<file path="src/rtl/core/mfhd_pkg.sv">
package mfhd_pkg;

    // Framer phases
    localparam logic [1:0] PH_HEADER  = 2'd0;
    localparam logic [1:0] PH_LENGTH  = 2'd1;
    localparam logic [1:0] PH_PAYLOAD = 2'd2;

    // Byte roles
    localparam logic [1:0] ROLE_HEADER  = 2'd0;
    localparam logic [1:0] ROLE_LENGTH  = 2'd1;
    localparam logic [1:0] ROLE_PAYLOAD = 2'd2;

    // Error codes
    localparam logic [1:0] ERR_NONE      = 2'd0;
    localparam logic [1:0] ERR_TOO_LARGE = 2'd1;
    localparam logic [1:0] ERR_MALFORMED = 2'd2;

    localparam int LEN_W      = 28;
    localparam int MAXPKT_W   = 29;
    localparam int IDX_W      = 2;
    localparam int PADDR_W    = 3;
    localparam int PDATA_W    = 32;
    localparam int MAX_LENGTH_BYTES_DEF = 4;

    localparam logic [MAXPKT_W-1:0] MAX_PACKET_RESET = MAXPKT_W'(1024 * 1024);

    // Register indexes (word index = paddr[2])
    localparam logic REG_MAX_PACKET = 1'b0;

    typedef struct packed {
        logic [7:0]       out_byte;
        logic [1:0]       byte_role;
        logic [3:0]       packet_kind;
        logic [LEN_W-1:0] body_length;
        logic             packet_end;
        logic [1:0]       frame_error;
    } result_t;

endpackage

</file>
<file path="src/rtl/core/mfhd_cfg.sv">
module mfhd_cfg (
    input  logic                               aclk,
    input  logic                               aresetn,
    input  logic                               psel,
    input  logic                               penable,
    input  logic                               pwrite,
    input  logic [mfhd_pkg::PADDR_W-1:0]       paddr,
    input  logic [mfhd_pkg::PDATA_W-1:0]       pwdata,
    output logic [mfhd_pkg::PDATA_W-1:0]       prdata,
    output logic                               pready,
    output logic [mfhd_pkg::MAXPKT_W-1:0]      max_packet_bytes
);

    logic [mfhd_pkg::MAXPKT_W-1:0] max_pkt_reg;
    logic                          wr_en;

    assign pready = 1'b1;
    assign wr_en  = psel && penable && pwrite && (paddr[2] == mfhd_pkg::REG_MAX_PACKET);

    always_ff @(posedge aclk) begin
        if (!aresetn) begin
            max_pkt_reg <= mfhd_pkg::MAX_PACKET_RESET;
        end else if (wr_en) begin
            max_pkt_reg <= pwdata[mfhd_pkg::MAXPKT_W-1:0];
        end
    end

    always_comb begin
        if (paddr[2] == mfhd_pkg::REG_MAX_PACKET) begin
            prdata = mfhd_pkg::PDATA_W'(max_pkt_reg);
        end else begin
            prdata = '0;
        end
    end

    assign max_packet_bytes = max_pkt_reg;

endmodule

</file>
<file path="src/rtl/core/mfhd_framer.sv">
module mfhd_framer #(
    parameter int MAX_LENGTH_BYTES = mfhd_pkg::MAX_LENGTH_BYTES_DEF
) (
    input  logic                          aclk,
    input  logic                          aresetn,
    input  logic                          advance,
    input  logic [7:0]                    rx_byte,
    input  logic [mfhd_pkg::MAXPKT_W-1:0] max_packet_bytes,
    output mfhd_pkg::result_t             res
);

    localparam int LW = mfhd_pkg::LEN_W;
    localparam int MW = mfhd_pkg::MAXPKT_W;
    localparam int IW = mfhd_pkg::IDX_W;

    logic [1:0]    phase_reg, phase_next;
    logic [3:0]    kind_reg, kind_next;
    logic [LW-1:0] accum_reg, accum_next;
    logic [IW-1:0] idx_reg, idx_next;
    logic [LW-1:0] left_reg, left_next;

    logic [LW-1:0] group_shifted;
    logic [LW-1:0] accum_sum;
    logic [MW-1:0] total_size;
    logic [LW-1:0] left_dec;
    logic          last_idx;

    // Seven value bits land at bit 7*index.
    assign group_shifted = LW'(rx_byte[6:0]) << (5'(idx_reg) * 5'd7);
    assign accum_sum     = accum_reg + group_shifted;
    assign total_size    = MW'(2) + MW'(idx_reg) + MW'(accum_sum);
    assign left_dec      = left_reg - LW'(1);
    assign last_idx      = ({1'b0, idx_reg} + 3'd1) >= 3'(MAX_LENGTH_BYTES);

    always_comb begin
        phase_next = phase_reg;
        kind_next  = kind_reg;
        accum_next = accum_reg;
        idx_next   = idx_reg;
        left_next  = left_reg;
        res.out_byte    = rx_byte;
        res.byte_role   = mfhd_pkg::ROLE_HEADER;
        res.packet_end  = 1'b0;
        res.frame_error = mfhd_pkg::ERR_NONE;
        unique case (phase_reg)
            mfhd_pkg::PH_LENGTH: begin
                res.byte_role = mfhd_pkg::ROLE_LENGTH;
                accum_next    = accum_sum;
                if (!rx_byte[7]) begin
                    if (total_size > max_packet_bytes) begin
                        res.frame_error = mfhd_pkg::ERR_TOO_LARGE;
                        phase_next      = mfhd_pkg::PH_HEADER;
                    end else if (accum_sum == '0) begin
                        res.packet_end = 1'b1;
                        phase_next     = mfhd_pkg::PH_HEADER;
                    end else begin
                        left_next  = accum_sum;
                        phase_next = mfhd_pkg::PH_PAYLOAD;
                    end
                end else if (last_idx) begin
                    // too many continuation bytes: drop back to header
                    res.frame_error = mfhd_pkg::ERR_MALFORMED;
                    phase_next      = mfhd_pkg::PH_HEADER;
                end else begin
                    idx_next = idx_reg + IW'(1);
                end
            end
            mfhd_pkg::PH_PAYLOAD: begin
                res.byte_role = mfhd_pkg::ROLE_PAYLOAD;
                left_next     = left_dec;
                if (left_dec == '0) begin
                    res.packet_end = 1'b1;
                    phase_next     = mfhd_pkg::PH_HEADER;
                end
            end
            default: begin
                // header byte; the unused phase code lands here too
                kind_next  = rx_byte[7:4];
                accum_next = '0;
                idx_next   = '0;
                left_next  = '0;
                phase_next = mfhd_pkg::PH_LENGTH;
            end
        endcase
        res.packet_kind = kind_next;
        res.body_length = accum_next;
    end

    always_ff @(posedge aclk) begin
        if (!aresetn) begin
            phase_reg <= mfhd_pkg::PH_HEADER;
            kind_reg  <= '0;
            accum_reg <= '0;
            idx_reg   <= '0;
            left_reg  <= '0;
        end else if (advance) begin
            phase_reg <= phase_next;
            kind_reg  <= kind_next;
            accum_reg <= accum_next;
            idx_reg   <= idx_next;
            left_reg  <= left_next;
        end
    end

endmodule

</file>
<file path="src/rtl/core/mqtt_fixed_header_deframer.sv">
// Pipeline: a request accepted on s_ is held in the input register; the framer works
// out its result, which loads into the result register when that one is free or
// being drained. Throughput: one byte per clock unless m_ready stalls the output;
// the framer state updates once per byte as it moves on to the result register.
// Reset (aresetn low, synchronous): both stages empty, framer awaits a header
// byte, max_packet_bytes returns to 1048576.
module mqtt_fixed_header_deframer #(
    parameter int MAX_LENGTH_BYTES = mfhd_pkg::MAX_LENGTH_BYTES_DEF
) (
    input  logic                                aclk,
    input  logic                                aresetn,
    input  logic                                psel,
    input  logic                                penable,
    input  logic                                pwrite,
    input  logic [mfhd_pkg::PADDR_W-1:0]        paddr,
    input  logic [mfhd_pkg::PDATA_W-1:0]        pwdata,
    output logic [mfhd_pkg::PDATA_W-1:0]        prdata,
    output logic                                pready,
    input  logic                                s_valid,
    output logic                                s_ready,
    input  logic [7:0]                          s_rx_byte,
    output logic                                m_valid,
    input  logic                                m_ready,
    output logic [7:0]                          m_out_byte,
    output logic [1:0]                          m_byte_role,
    output logic [3:0]                          m_packet_kind,
    output logic [mfhd_pkg::LEN_W-1:0]          m_body_length,
    output logic                                m_packet_end,
    output logic [1:0]                          m_frame_error
);

    logic [mfhd_pkg::MAXPKT_W-1:0] max_packet_bytes;
    logic                          in_valid_reg;
    logic [7:0]                    in_byte_reg;
    logic                          out_valid_reg;
    mfhd_pkg::result_t             out_res_reg;
    mfhd_pkg::result_t             frame_res;
    logic                          advance;

    mfhd_cfg u_cfg (
        .aclk             (aclk),
        .aresetn          (aresetn),
        .psel             (psel),
        .penable          (penable),
        .pwrite           (pwrite),
        .paddr            (paddr),
        .pwdata           (pwdata),
        .prdata           (prdata),
        .pready           (pready),
        .max_packet_bytes (max_packet_bytes)
    );

    mfhd_framer #(
        .MAX_LENGTH_BYTES (MAX_LENGTH_BYTES)
    ) u_framer (
        .aclk             (aclk),
        .aresetn          (aresetn),
        .advance          (advance),
        .rx_byte          (in_byte_reg),
        .max_packet_bytes (max_packet_bytes),
        .res              (frame_res)
    );

    // Move the held byte on when the result register is free or being drained.
    assign advance = in_valid_reg && (!out_valid_reg || m_ready);
    assign s_ready = !in_valid_reg || advance;

    always_ff @(posedge aclk) begin
        if (!aresetn) begin
            in_valid_reg <= 1'b0;
        end else if (s_ready) begin
            in_valid_reg <= s_valid;
        end
    end

    always_ff @(posedge aclk) begin
        if (s_ready && s_valid) begin
            in_byte_reg <= s_rx_byte;
        end
    end

    always_ff @(posedge aclk) begin
        if (!aresetn) begin
            out_valid_reg <= 1'b0;
        end else if (!out_valid_reg || m_ready) begin
            out_valid_reg <= in_valid_reg;
        end
    end

    always_ff @(posedge aclk) begin
        if (advance) begin
            out_res_reg <= frame_res;
        end
    end

    assign m_valid       = out_valid_reg;
    assign m_out_byte    = out_res_reg.out_byte;
    assign m_byte_role   = out_res_reg.byte_role;
    assign m_packet_kind = out_res_reg.packet_kind;
    assign m_body_length = out_res_reg.body_length;
    assign m_packet_end  = out_res_reg.packet_end;
    assign m_frame_error = out_res_reg.frame_error;

endmodule

</file>
<file path="config.mk">
export PLATFORM = sky130hd
export DESIGN_NAME = mqtt_fixed_header_deframer
export DESIGN_NICKNAME = d
export VERILOG_FILES = /design/src/rtl/core/mfhd_pkg.sv /design/src/rtl/core/mfhd_cfg.sv /design/src/rtl/core/mfhd_framer.sv /design/src/rtl/core/mqtt_fixed_header_deframer.sv
export SDC_FILE = /design/constraint.sdc
export NUM_CORES = 1
export LEC_CHECK = 0
export ABC_AREA = 1
export BUFFER_PORTS_ARGS = -buffer_cell sky130_fd_sc_hd__buf_2
export CAP_MARGIN = 20
export CORE_MARGIN = 2
export CORE_UTILIZATION = 60
export DETAILED_ROUTE_END_ITERATION = 8
export PLACE_DENSITY = 0.82
export SLEW_MARGIN = 20
export SYNTH_ARGS = -nofsm -noshare
export SYNTH_HDL_FRONTEND = slang
export SYNTH_SLANG_ARGS = --single-unit
</file>
<file path="constraint.sdc">
create_clock -name aclk -period 9.2 [get_ports aclk]
set_input_delay 1.84 -clock aclk [delete_from_list [all_inputs] [get_ports aclk]]
set_output_delay 1.84 -clock aclk [all_outputs]
set_load 0.005 [all_outputs]
</file>
==> flow_summary.toml, run 1 <==
[outcome]
outcome = "finished, final reports clean"

[routing]
antenna_left = 0
drt-total-wl_um = 33000
vias = 11577
drc = 0
drtIter0Drc = 1069
firstDrtPassIters = 9
wire_per_inst_um = 16.0
avgViaCountPerCell = 5.60

[clock_network]
cts_tree = "yes"
clk_latency_ns = 0.44
cts_hold_buf = 0
cts_setup_buffers = 0
cts_sinks = 148
numCtsBuffers = 17
h-tree-depth = 4
cts.path.max_buffers = 2
root_buffer = "clkbuf_16"
postCtsResizedCells = 0
cts.clk_slew.worst_paths_ns = 0.07

[sta]
setup_slack_ns = 2.16
fmax_ghz = 0.142
clock-skew-final_ns = 0.0142
max_slew.worst_pin.slew_ns = 1.01
period_share_pct = 76.5
holdWs_ns = 0.450
rsz0062_at_grt = "no"
slew_headroom_pct = 32.5
setup_violations = 0
drv_slew = 0
finalHoldViolations = 0
min_period_ns = 7.04
fin_tns_setup_ns = 0

[layout]
final_cell_area_um2 = 12300
final_common_cell = "nand2_1"
final_cell_mix = "nand2_1, inv_1, nor2_1"
final_layout_size_suffix_gt1_share_pct = 10.4
fin_util_pct = 68.5
area_growth_pct = 11.9
final_nets = 1940
largest_reg_flops = 29
diodes = 0

[yosys]
synth-async-reset-ratio_pct = 0
ys_ff_latch = 148
syn_avg_cell_area_um2 = 6.34
synth_top_flop_cell = "dfxtp_1"
synth_cell_types = 40
synth_warnings = 0
synthCells = 1739
seq_area_frac_synth_pct = 31.7
synth_edf_count = 53
netlist_area_um2 = 11000

[grt]
track_usage_pct = 33.6
grt_first_pass_wirelength_um = 52700
antenna_found_initial = 0
grt_pass1_vias = 10766
gr-total-overflow = 0
grt_max_degree = 92

[setup_path]
critical_path_class = "reg -> reg"
reg2reg_from = "u_framer.idx_reg[0]$_SDFFE_PN0P_"
required_ns = 9.57
regToRegSetupSlack_ns = 2.16
critPathMostFrequentCell = "nand2_1"
reg2regPathDepth = 29
cpPeakStageDelay_ns = 0.85
critPathCaptureType = "flip-flop"
start_kind = "flip-flop"
crit_arrival_ns = 7.41
timing.rr.end = "u_framer.left_reg[15]$_SDFFE_PN0P_"
crit_fanout = 29
crit_slowest_cell = "dfxtp_1"

[job]
drv_cap = 0

[pwr]
worst_ir_drop_vdd_v = 0.000134
power_density_nw_per_um2 = 161
p_leak_uw = 0.00614

[floorplanning]
initial_core_util_pct = 61.2
io_pins = 130
die_area_um2 = 19500
die_h_um = 140
rows = 49
die_x_um = 140
core_area_um2 = 18000

[min_path]
holdPathStages = 0
worstHoldStart = "in_byte_reg[1]$_DFFE_PP_"
hold_path.class = "reg -> reg"
holdPathEnd = "m_out_byte[1]$_DFFE_PP_"

[placed_design]
numPortBuffers = 120
dp_hpwl_um = 24800
place_ws_ns = 2.49
routabilityCongestion = 0.993
place_area_um2 = 11700
-- metal layers --
layer	vias up	routed length [µm]	track usage, %
met2	523	15400	56.2
met4	0	1370	14.6
li1	5695	-	-
met3	99	2940	6.47
met1	5260	13300	42.5
met5	-	0	0
-- final cells by class --
| type | instances | area [µm²] |
|---|---|---|
| Clock buffer | 19 | 464 |
| Clock inverter | 13 | 153 |
| Sequential cell | 148 | 3490 |
| Fill cell | 1632 | 5680 |
| Inverter | 275 | 1030 |
| Tap cell | 229 | 287 |
| Multi-Input combinational cell | 1252 | 6230 |
| Timing Repair Buffer | 131 | 683 |
-- synth_stat cells, types with 3 or more instances --
cell type | instances | area share [%]
and2_1 | 6 | 0.34
o211ai_1 | 4 | 0.27
ha_1 | 63 | 7.1
inv_2 | 9 | 0.31
nand3_1 | 70 | 3.2
nor3_1 | 38 | 1.7
nor2_2 | 4 | 0.23
o21ai_0 | 101 | 4.6
inv_1 | 256 | 8.7
xor2_2 | 3 | 0.44
buf_2 | 3 | 0.14
edfxtp_1 | 53 | 14
clkbuf_1 | 44 | 1.5
a21oi_1 | 108 | 4.9
nand4_1 | 59 | 3.3
xor2_1 | 34 | 2.7
nand3b_1 | 5 | 0.34
dfxtp_1 | 95 | 17
nor2_1 | 238 | 8.1
buf_4 | 6 | 0.41
nor4_1 | 4 | 0.23
nand3_2 | 4 | 0.36
nand2_1 | 483 | 16
clkinv_1 | 10 | 0.34
buf_1 | 11 | 0.37
nand2_2 | 3 | 0.17
xnor2_1 | 4 | 0.32
-- stage by stage --
step | cells | total power [µW]
global route | 2067 | 2080
finish | 2067 | 1980
floorplan | 1741 | 1110
CTS | 2067 | 1980
detailed placement | 2035 | 1250
global placement | 2035 | 1230
-- where the power goes --
part           total, µW  internal (µW)  switching, µW
clock                733            410            323
combinational        506            166            339
sequential           742            715           27.3
-- cells by family after synthesis --
group	share of synthesized area, %
compound gates	10.3
xor+xnor	3.46
fa+ha+maj	7.51
buf+inv	12.0
flops	31.7
other cells	0.0681
simple gates	35.1
-- critical path, delay by kind of cell, from the launching register on --
family	cells	cell delay [ns]
AND/OR/NAND/NOR	19	4.04
adder cells (fa/ha/maj)	2	0.63
buffers and inverters	8	1.45
flip-flops	1	0.85
-- worst max-delay path by stage --
stage	from	depth (start not counted)	slack, ns	to
3_5_place_dp	u_framer.idx_reg[0]$_SDFFE_PN0P_	26	2.49	u_framer.left_reg[16]$_SDFFE_PN0P_
4_1_cts	u_framer.idx_reg[0]$_SDFFE_PN0P_	26	2.47	u_framer.left_reg[15]$_SDFFE_PN0P_
3_3_place_gp	u_framer.idx_reg[0]$_SDFFE_PN0P_	26	2.62	u_framer.left_reg[10]$_SDFFE_PN0P_
5_1_grt	u_framer.idx_reg[0]$_SDFFE_PN0P_	30	1.78	u_framer.left_reg[15]$_SDFFE_PN0P_
6_report	u_framer.idx_reg[0]$_SDFFE_PN0P_	29	2.16	u_framer.left_reg[15]$_SDFFE_PN0P_
2_1_floorplan	u_framer.idx_reg[0]$_SDFFE_PN0P_	29	3.83	u_framer.left_reg[18]$_SDFFE_PN0P_
(Power assumes the default switching activity.)
==> run 2: changes to the inputs <==
ABC_AREA = 0   (was 1)
CORE_UTILIZATION = 54   (was 60)
PLACE_DENSITY = 0.78   (was 0.82)
clock period = 5.65 ns   (was 9.2 ns; I/O delays follow)
==> run 2 against run 1 <==
Effect of this change:
- the flow now finishes with violations (setup timing)
- cell count is 15% lower
- routed wire length shrank 0.56%
- flip-flop and latch count did not move
- clock power grew 56%
- non-clock buffer count is 160 higher
- worst hold slack better by 0.014 ns
- sequential share of layout area decreased by 1.5 points
- first-iteration DRC count shrank 8.0%
- register-to-register slack got worse by 2.5 ns
- sequential power rose by 54%
- fmax is 18% higher
- global-route usage fell by 1.9 points
- largest cell class unchanged
==> flow_summary.toml, run 2 <==
[setup_path]
reg2regPathDepth = 24
timing.rr.end = "u_framer.left_reg[14]$_SDFFE_PN0P_"
regToRegSetupSlack_ns = -0.34
reg2reg_from = "in_byte_reg[0]$_DFFE_PP_"
crit_fanout = 6
critical_path_class = "reg -> reg"
required_ns = 6.00
crit_arrival_ns = 6.34
start_kind = "flip-flop"
critPathCaptureType = "flip-flop"

[sta]
finalHoldViolations = 0
clock-skew-final_ns = 0.00844
rsz0062_at_grt = "yes"
slew_headroom_pct = 27.1
drv_slew = 0
max_slew.worst_pin.slew_ns = 1.09
fmax_ghz = 0.167
period_share_pct = 106
fin_tns_setup_ns = -7.51
min_period_ns = 5.99
setup_violations = 28
setup_slack_ns = -0.336

[routing]
drtIter0Drc = 984
vias = 10609
drt-total-wl_um = 32800
drc = 0
antenna_left = 0
firstDrtPassIters = 6
wire_per_inst_um = 18.7
avgViaCountPerCell = 6.03

[floorplanning]
die_x_um = 142
die_h_um = 142
rows = 50
initial_core_util_pct = 55.1
die_area_um2 = 20300
core_area_um2 = 18800
io_pins = 130

[yosys]
synthTopCellsByCount = "nand2_1, dfxtp_1, a21oi_1"
synth-async-reset-ratio_pct = 0
ys_ff_latch = 148
syn_avg_cell_area_um2 = 8.12
synth_xor_area_share_pct = 5.67
synthAdderAreaFrac_pct = 8.00
synth_compound_area_share_pct = 18.5
synthMuxAreaShare_pct = 3.63
synthSimpleGateAreaFrac_pct = 25.1
yosysTopAreaCell = "dfxtp_1"
synth_top_flop_cell = "dfxtp_1"
synth_top_area_share_pct = 18.4
synth_top_family_by_area = "simple AND/OR/NAND/NOR gates"
synth.most_common_cell = "nand2_1"
synth.area.top_cells = "dfxtp_1, edfxtp_1, nand2_1, ha_1, a21boi_0"
netlist_area_um2 = 10300
synth_edf_count = 53
seq_area_frac_synth_pct = 33.8
synthCells = 1275
synth_cell_types = 72
synth_warnings = 0

[layout]
area_growth_pct = 25.8
final_nets = 1626
diodes = 0
largest_reg_flops = 29
final_cell_area_um2 = 13000
final_common_cell = "nand2_1"
final_layout_size_suffix_gt1_share_pct = 25.0
final_cell_mix = "nand2_1, buf_4, buf_2"

[pwr]
power_density_nw_per_um2 = 197
p_leak_uw = 0.00552
worst_ir_drop_vdd_v = 0.000226

[min_path]
holdPathEnd = "u_framer.kind_reg[0]$_SDFFE_PN0P_"
holdPathStages = 2
hold_path.class = "reg -> reg"
worstHoldStart = "u_framer.kind_reg[0]$_SDFFE_PN0P_"

[clock_network]
root_buffer = "clkbuf_16"
numCtsBuffers = 17
cts_sinks = 148
cts_hold_buf = 0
clk_latency_ns = 0.44
h-tree-depth = 4
cts.clk_slew.worst_paths_ns = 0.06
cts.path.max_buffers = 2
cts_tree = "yes"

[job]
drv_cap = 0

[grt]
grt_pass1_vias = 10018
grt_first_pass_wirelength_um = 50500
gr-total-overflow = 0
grt_max_degree = 96
track_usage_pct = 31.7
antenna_found_initial = 0

[placed_design]
place_area_um2 = 12100
dp_hpwl_um = 23200
numPortBuffers = 120
routabilityCongestion = 0.952

[outcome]
outcome = "finished, violations left"
violations = "setup timing"
[run 2: cell types whose count changed after synthesis, moves of 18 or more]
cell / delta
a21boi_0: +56
a21o_1: +18
a21oi_1: -33
and2_1: +28
and3_1: +23
inv_1: -208
mux2i_1: +33
nand2_1: -211
nand3_1: -49
nand4_1: -39
nor2_1: -164
nor3_1: -20
o21ai_0: -59
xnor2_1: +39
[run 2: final cells by class]
cell class	instances	area [µm²]
clock buffer	21	503
clock inverter	11	85.1
fill	1461	5750
inverter	48	180
multi-input combinational	1005	6520
sequential	148	3500
tap	234	293
timing repair buffer	291	1940
[run 2: where the power goes]
group	total, µW	switching [µW]	internal, µW	leakage (µW)
combinational	290	168	122	0.00396
sequential	1140	12.2	1130	0.00127
clock	1140	492	644	0.000288
total	2570	672	1890	0.00552
[run 2: worst max-delay path, cell delays in order, from the launching register on]
cell and delay, ns:
edfxtp_1 0.42, and2_1 0.18, ha_2 0.18, fa_2 0.35, a21o_1 0.24, a311o_2 0.46
a21oi_2 0.19, xnor2_2 0.13, nand4_1 0.27, nor3_2 0.30, and3_4 0.26, nand3_2 0.09
xnor2_1 0.15, ha_1 0.33, nand4_1 0.18, nor4_4 0.27, nand2_1 0.14, or4_4 0.46
o21ai_4 0.16, inv_2 0.06, a21o_1 0.18, a221oi_4 0.34, buf_6 0.17, buf_6 0.14
mux2i_1 0.24
[run 2: worst max-delay path by stage]
stage	endpoint	slack, ns	cells past startpoint	from
4_1_cts	u_framer.left_reg[16]$_SDFFE_PN0P_	-0.32	24	in_byte_reg[0]$_DFFE_PP_
3_5_place_dp	u_framer.left_reg[24]$_SDFFE_PN0P_	-0.53	23	in_byte_reg[0]$_DFFE_PP_
5_1_grt	u_framer.left_reg[16]$_SDFFE_PN0P_	-0.50	25	u_framer.idx_reg[0]$_SDFFE_PN0P_
3_3_place_gp	u_framer.left_reg[12]$_SDFFE_PN0P_	-0.33	23	in_byte_reg[0]$_DFFE_PP_
2_1_floorplan	u_framer.left_reg[10]$_SDFFE_PN0P_	0.02	27	u_framer.idx_reg[0]$_SDFFE_PN0P_
6_report	u_framer.left_reg[14]$_SDFFE_PN0P_	-0.34	24	in_byte_reg[0]$_DFFE_PP_
[run 2: cell families after synthesis]
family | Yosys count
compound gates | 286
xor+xnor | 67
fa+ha+maj | 65
buf+inv | 124
flops | 148
mux | 37
other cells | 2
simple gates | 546
[run 2: layer usage]
metal	vias up	wire length [µm]	GRT usage, %
met5	-	0	0
met4	0	1720	17.5
met3	136	2400	4.74
met2	516	15600	53.5
met1	5007	13100	38.9
li1	4950	-	-
[run 2: per-stage QoR]
step | std cells | hold slack (ns) | utilization [%] | setup slack [ns] | total power, µW
2_1_floorplan | 1277 | 0.441 | - | 0.0150 | 1320
3_3_place_gp | 1712 | 0.450 | 64.6 | -0.325 | 1420
3_5_place_dp | 1712 | 0.460 | 64.6 | -0.530 | 1430
4_1_cts | 1754 | 0.468 | 68.7 | -0.318 | 2560
5_1_grt | 1758 | 0.485 | 69.4 | -0.495 | 2630
6_report | 1758 | 0.465 | 69.4 | -0.336 | 2570
[run 2: timing repair]
item | in CTS | in global routing
endpoints found under the hold margin | 0 | 0
resized for setup | 24 | 26
gates cloned | 2 | 2
setup buffers | 8 | 4
pin swaps | 13 | 18
setup endpoints to repair | 30 | 31
==> run 3: changes to the inputs <==
ABC_AREA = 1   (was 0)
CORE_MARGIN = 4   (was 2)
==> run 3 against run 2 <==
Effect of this change:
- the flow now finishes without violations
- first-iteration DRC count rose by 4.1%
- routed wire length rose by 5.3%
- sequential power rose by 6%
- clock-buffer cell count fell by 3
- die area rose by 12%
- global-route usage fell by 1.7 points
- power rose by 26%
- cell area fell by 2.2%
- worst setup slack improved by 0.76 ns
- flip-flop and latch count did not move
==> flow_summary.toml, run 3 (synthesized netlist as in run 1, its figures left out) <==
[setup_path]
critical_path_class = "reg -> reg"
reg2regPathDepth = 32
crit_fanout = 15
crit_arrival_ns = 5.57
critPathMostFrequentCell = "nand2_1"
crit_slowest_cell = "fa_1"
cpPeakStageDelay_ns = 0.45
required_ns = 5.99
critPathCaptureType = "flip-flop"
start_kind = "flip-flop"

[floorplanning]
rows = 52
die_x_um = 151
die_h_um = 151
initial_core_util_pct = 54.7
core_area_um2 = 20200
io_pins = 130
die_area_um2 = 22800

[clock_network]
cts_tree = "yes"
h-tree-depth = 4
clk_latency_ns = 0.45
cts.clk_slew.worst_paths_ns = 0.07
cts_hold_buf = 0
cts_sinks = 148
root_buffer = "clkbuf_16"
numCtsBuffers = 17
cts.path.max_buffers = 2

[placed_design]
place_ws_ns = 0.194
numPortBuffers = 120
routabilityCongestion = 0.970
dp_hpwl_um = 26900
place_area_um2 = 12000

[min_path]
hold_path.class = "reg -> reg"
holdPathStages = 2

[layout]
largest_reg_flops = 29
fin_util_pct = 63.1
final_common_cell = "nand2_1"
fillerInstances = 1968
final_layout_size_suffix_gt1_share_pct = 12.6
multi_input_area_um2 = 6290
final_cell_area_um2 = 12700
final_nets = 1975
final_cell_mix = "nand2_1, inv_1, nor2_1"
area_growth_pct = 15.3
regArea_um2 = 3490
diodes = 0

[pwr]
worst_ir_drop_vdd_v = 0.000232
power.total_uw = 3240
p_leak_uw = 0.00631
power_density_nw_per_um2 = 255

[grt]
grt_first_pass_wirelength_um = 53400
gr-total-overflow = 0
grt_busiest_layer = "met2"
grt_max_degree = 61
grt_util_met3_pct = 4.91
track_usage_pct = 30.0
met2_usage_pct = 51.7
grtUsageMet1_pct = 37.9
antenna_found_initial = 0
grt_pass1_vias = 10503

[sta]
max_slew.worst_pin.slew_ns = 0.979
drv_slew = 0
fmax_ghz = 0.191
setup_violations = 0
min_period_ns = 5.23
setup_slack_ns = 0.421
finalHoldViolations = 0
clock-skew-final_ns = 0.0153
slew_headroom_pct = 34.7
period_share_pct = 92.5

[routing]
avgViaCountPerCell = 5.39
drc = 0
antenna_left = 0
drt-total-wl_um = 34500
drtIter0Drc = 1024
firstDrtPassIters = 6
wire_per_inst_um = 16.1
vias = 11541

[job]
drv_cap = 0

[outcome]
outcome = "finished, final reports clean"
## run 3: cell count changes in the layout (fill, tap and decap cells not counted), moves of 18 or more
cell      before  now
nand2_1      271  482
inv_1         46  254
nor2_1        72  236
buf_4        163   43
o21ai_0       39  101
a21boi_0      56    0
nand3_1       19   69
nand4_1       20   59
xnor2_1       41    4
a21oi_1       71  107
mux2i_1       33    0
and2_1        31    6
nor3_1        16   37
a21o_1        18    0
## run 3: critical path: cells and delay by family (launching register included)
| family | cells | cell delay (ns) |
|---|---|---|
| compound gates | 5 | 0.56 |
| xor+xnor | 2 | 0.37 |
| fa+ha+maj | 4 | 1.34 |
| buf+inv | 4 | 0.52 |
| flops | 1 | 0.39 |
| simple gates | 17 | 1.95 |
## run 3: metrics by stage
step                instances  TNS (ns)  hold WS (ns)
floorplan                1741         0         0.424
global placement         2105         0         0.432
detailed placement       2105         0         0.442
CTS                      2137         0         0.456
global route             2143  -0.00494         0.472
finish                   2143         0         0.455
## run 3: metal layers
metal  vias up  routed length (µm)  share of wire, %
met5         -                   0                 0
met4         0                1130               3.3
met3        72                2520               7.3
met2       454               16700                48
met1      5244               14200                41
li1       5771                   -                 -
## run 3: where the power goes
group | switching [µW] | internal (µW)
Combinational | 580 | 302
Clock | 539 | 616
Sequential | 44.0 | 1160
## run 3: cell type report
type	instances	share of cell area, %
clock buffer	18	3.54
clock inverter	14	1.22
inverter	275	8.14
multi-input combinational	1252	49.4
sequential	148	27.5
tap	270	2.65
timing repair buffer	166	7.59
## run 3: worst paths after layout
path / startpoint / endpoint / slack, ns
max: in_byte_reg[0]$_DFFE_PP_ / u_framer.left_reg[20]$_SDFFE_PN0P_ / 0.42
min: u_framer.kind_reg[1]$_SDFFE_PN0P_ / u_framer.kind_reg[1]$_SDFFE_PN0P_ / 0.45
max reg2reg: in_byte_reg[0]$_DFFE_PP_ / u_framer.left_reg[20]$_SDFFE_PN0P_ / 0.42
min reg2reg: u_framer.kind_reg[1]$_SDFFE_PN0P_ / u_framer.kind_reg[1]$_SDFFE_PN0P_ / 0.45
## run 3: timing repair
| action | 4_1_cts | 5_1_grt |
|---|---|---|
| setup endpoints to repair | 0 | 30 |
| setup buffers | 0 | 6 |
| gates resized for setup | 0 | 14 |
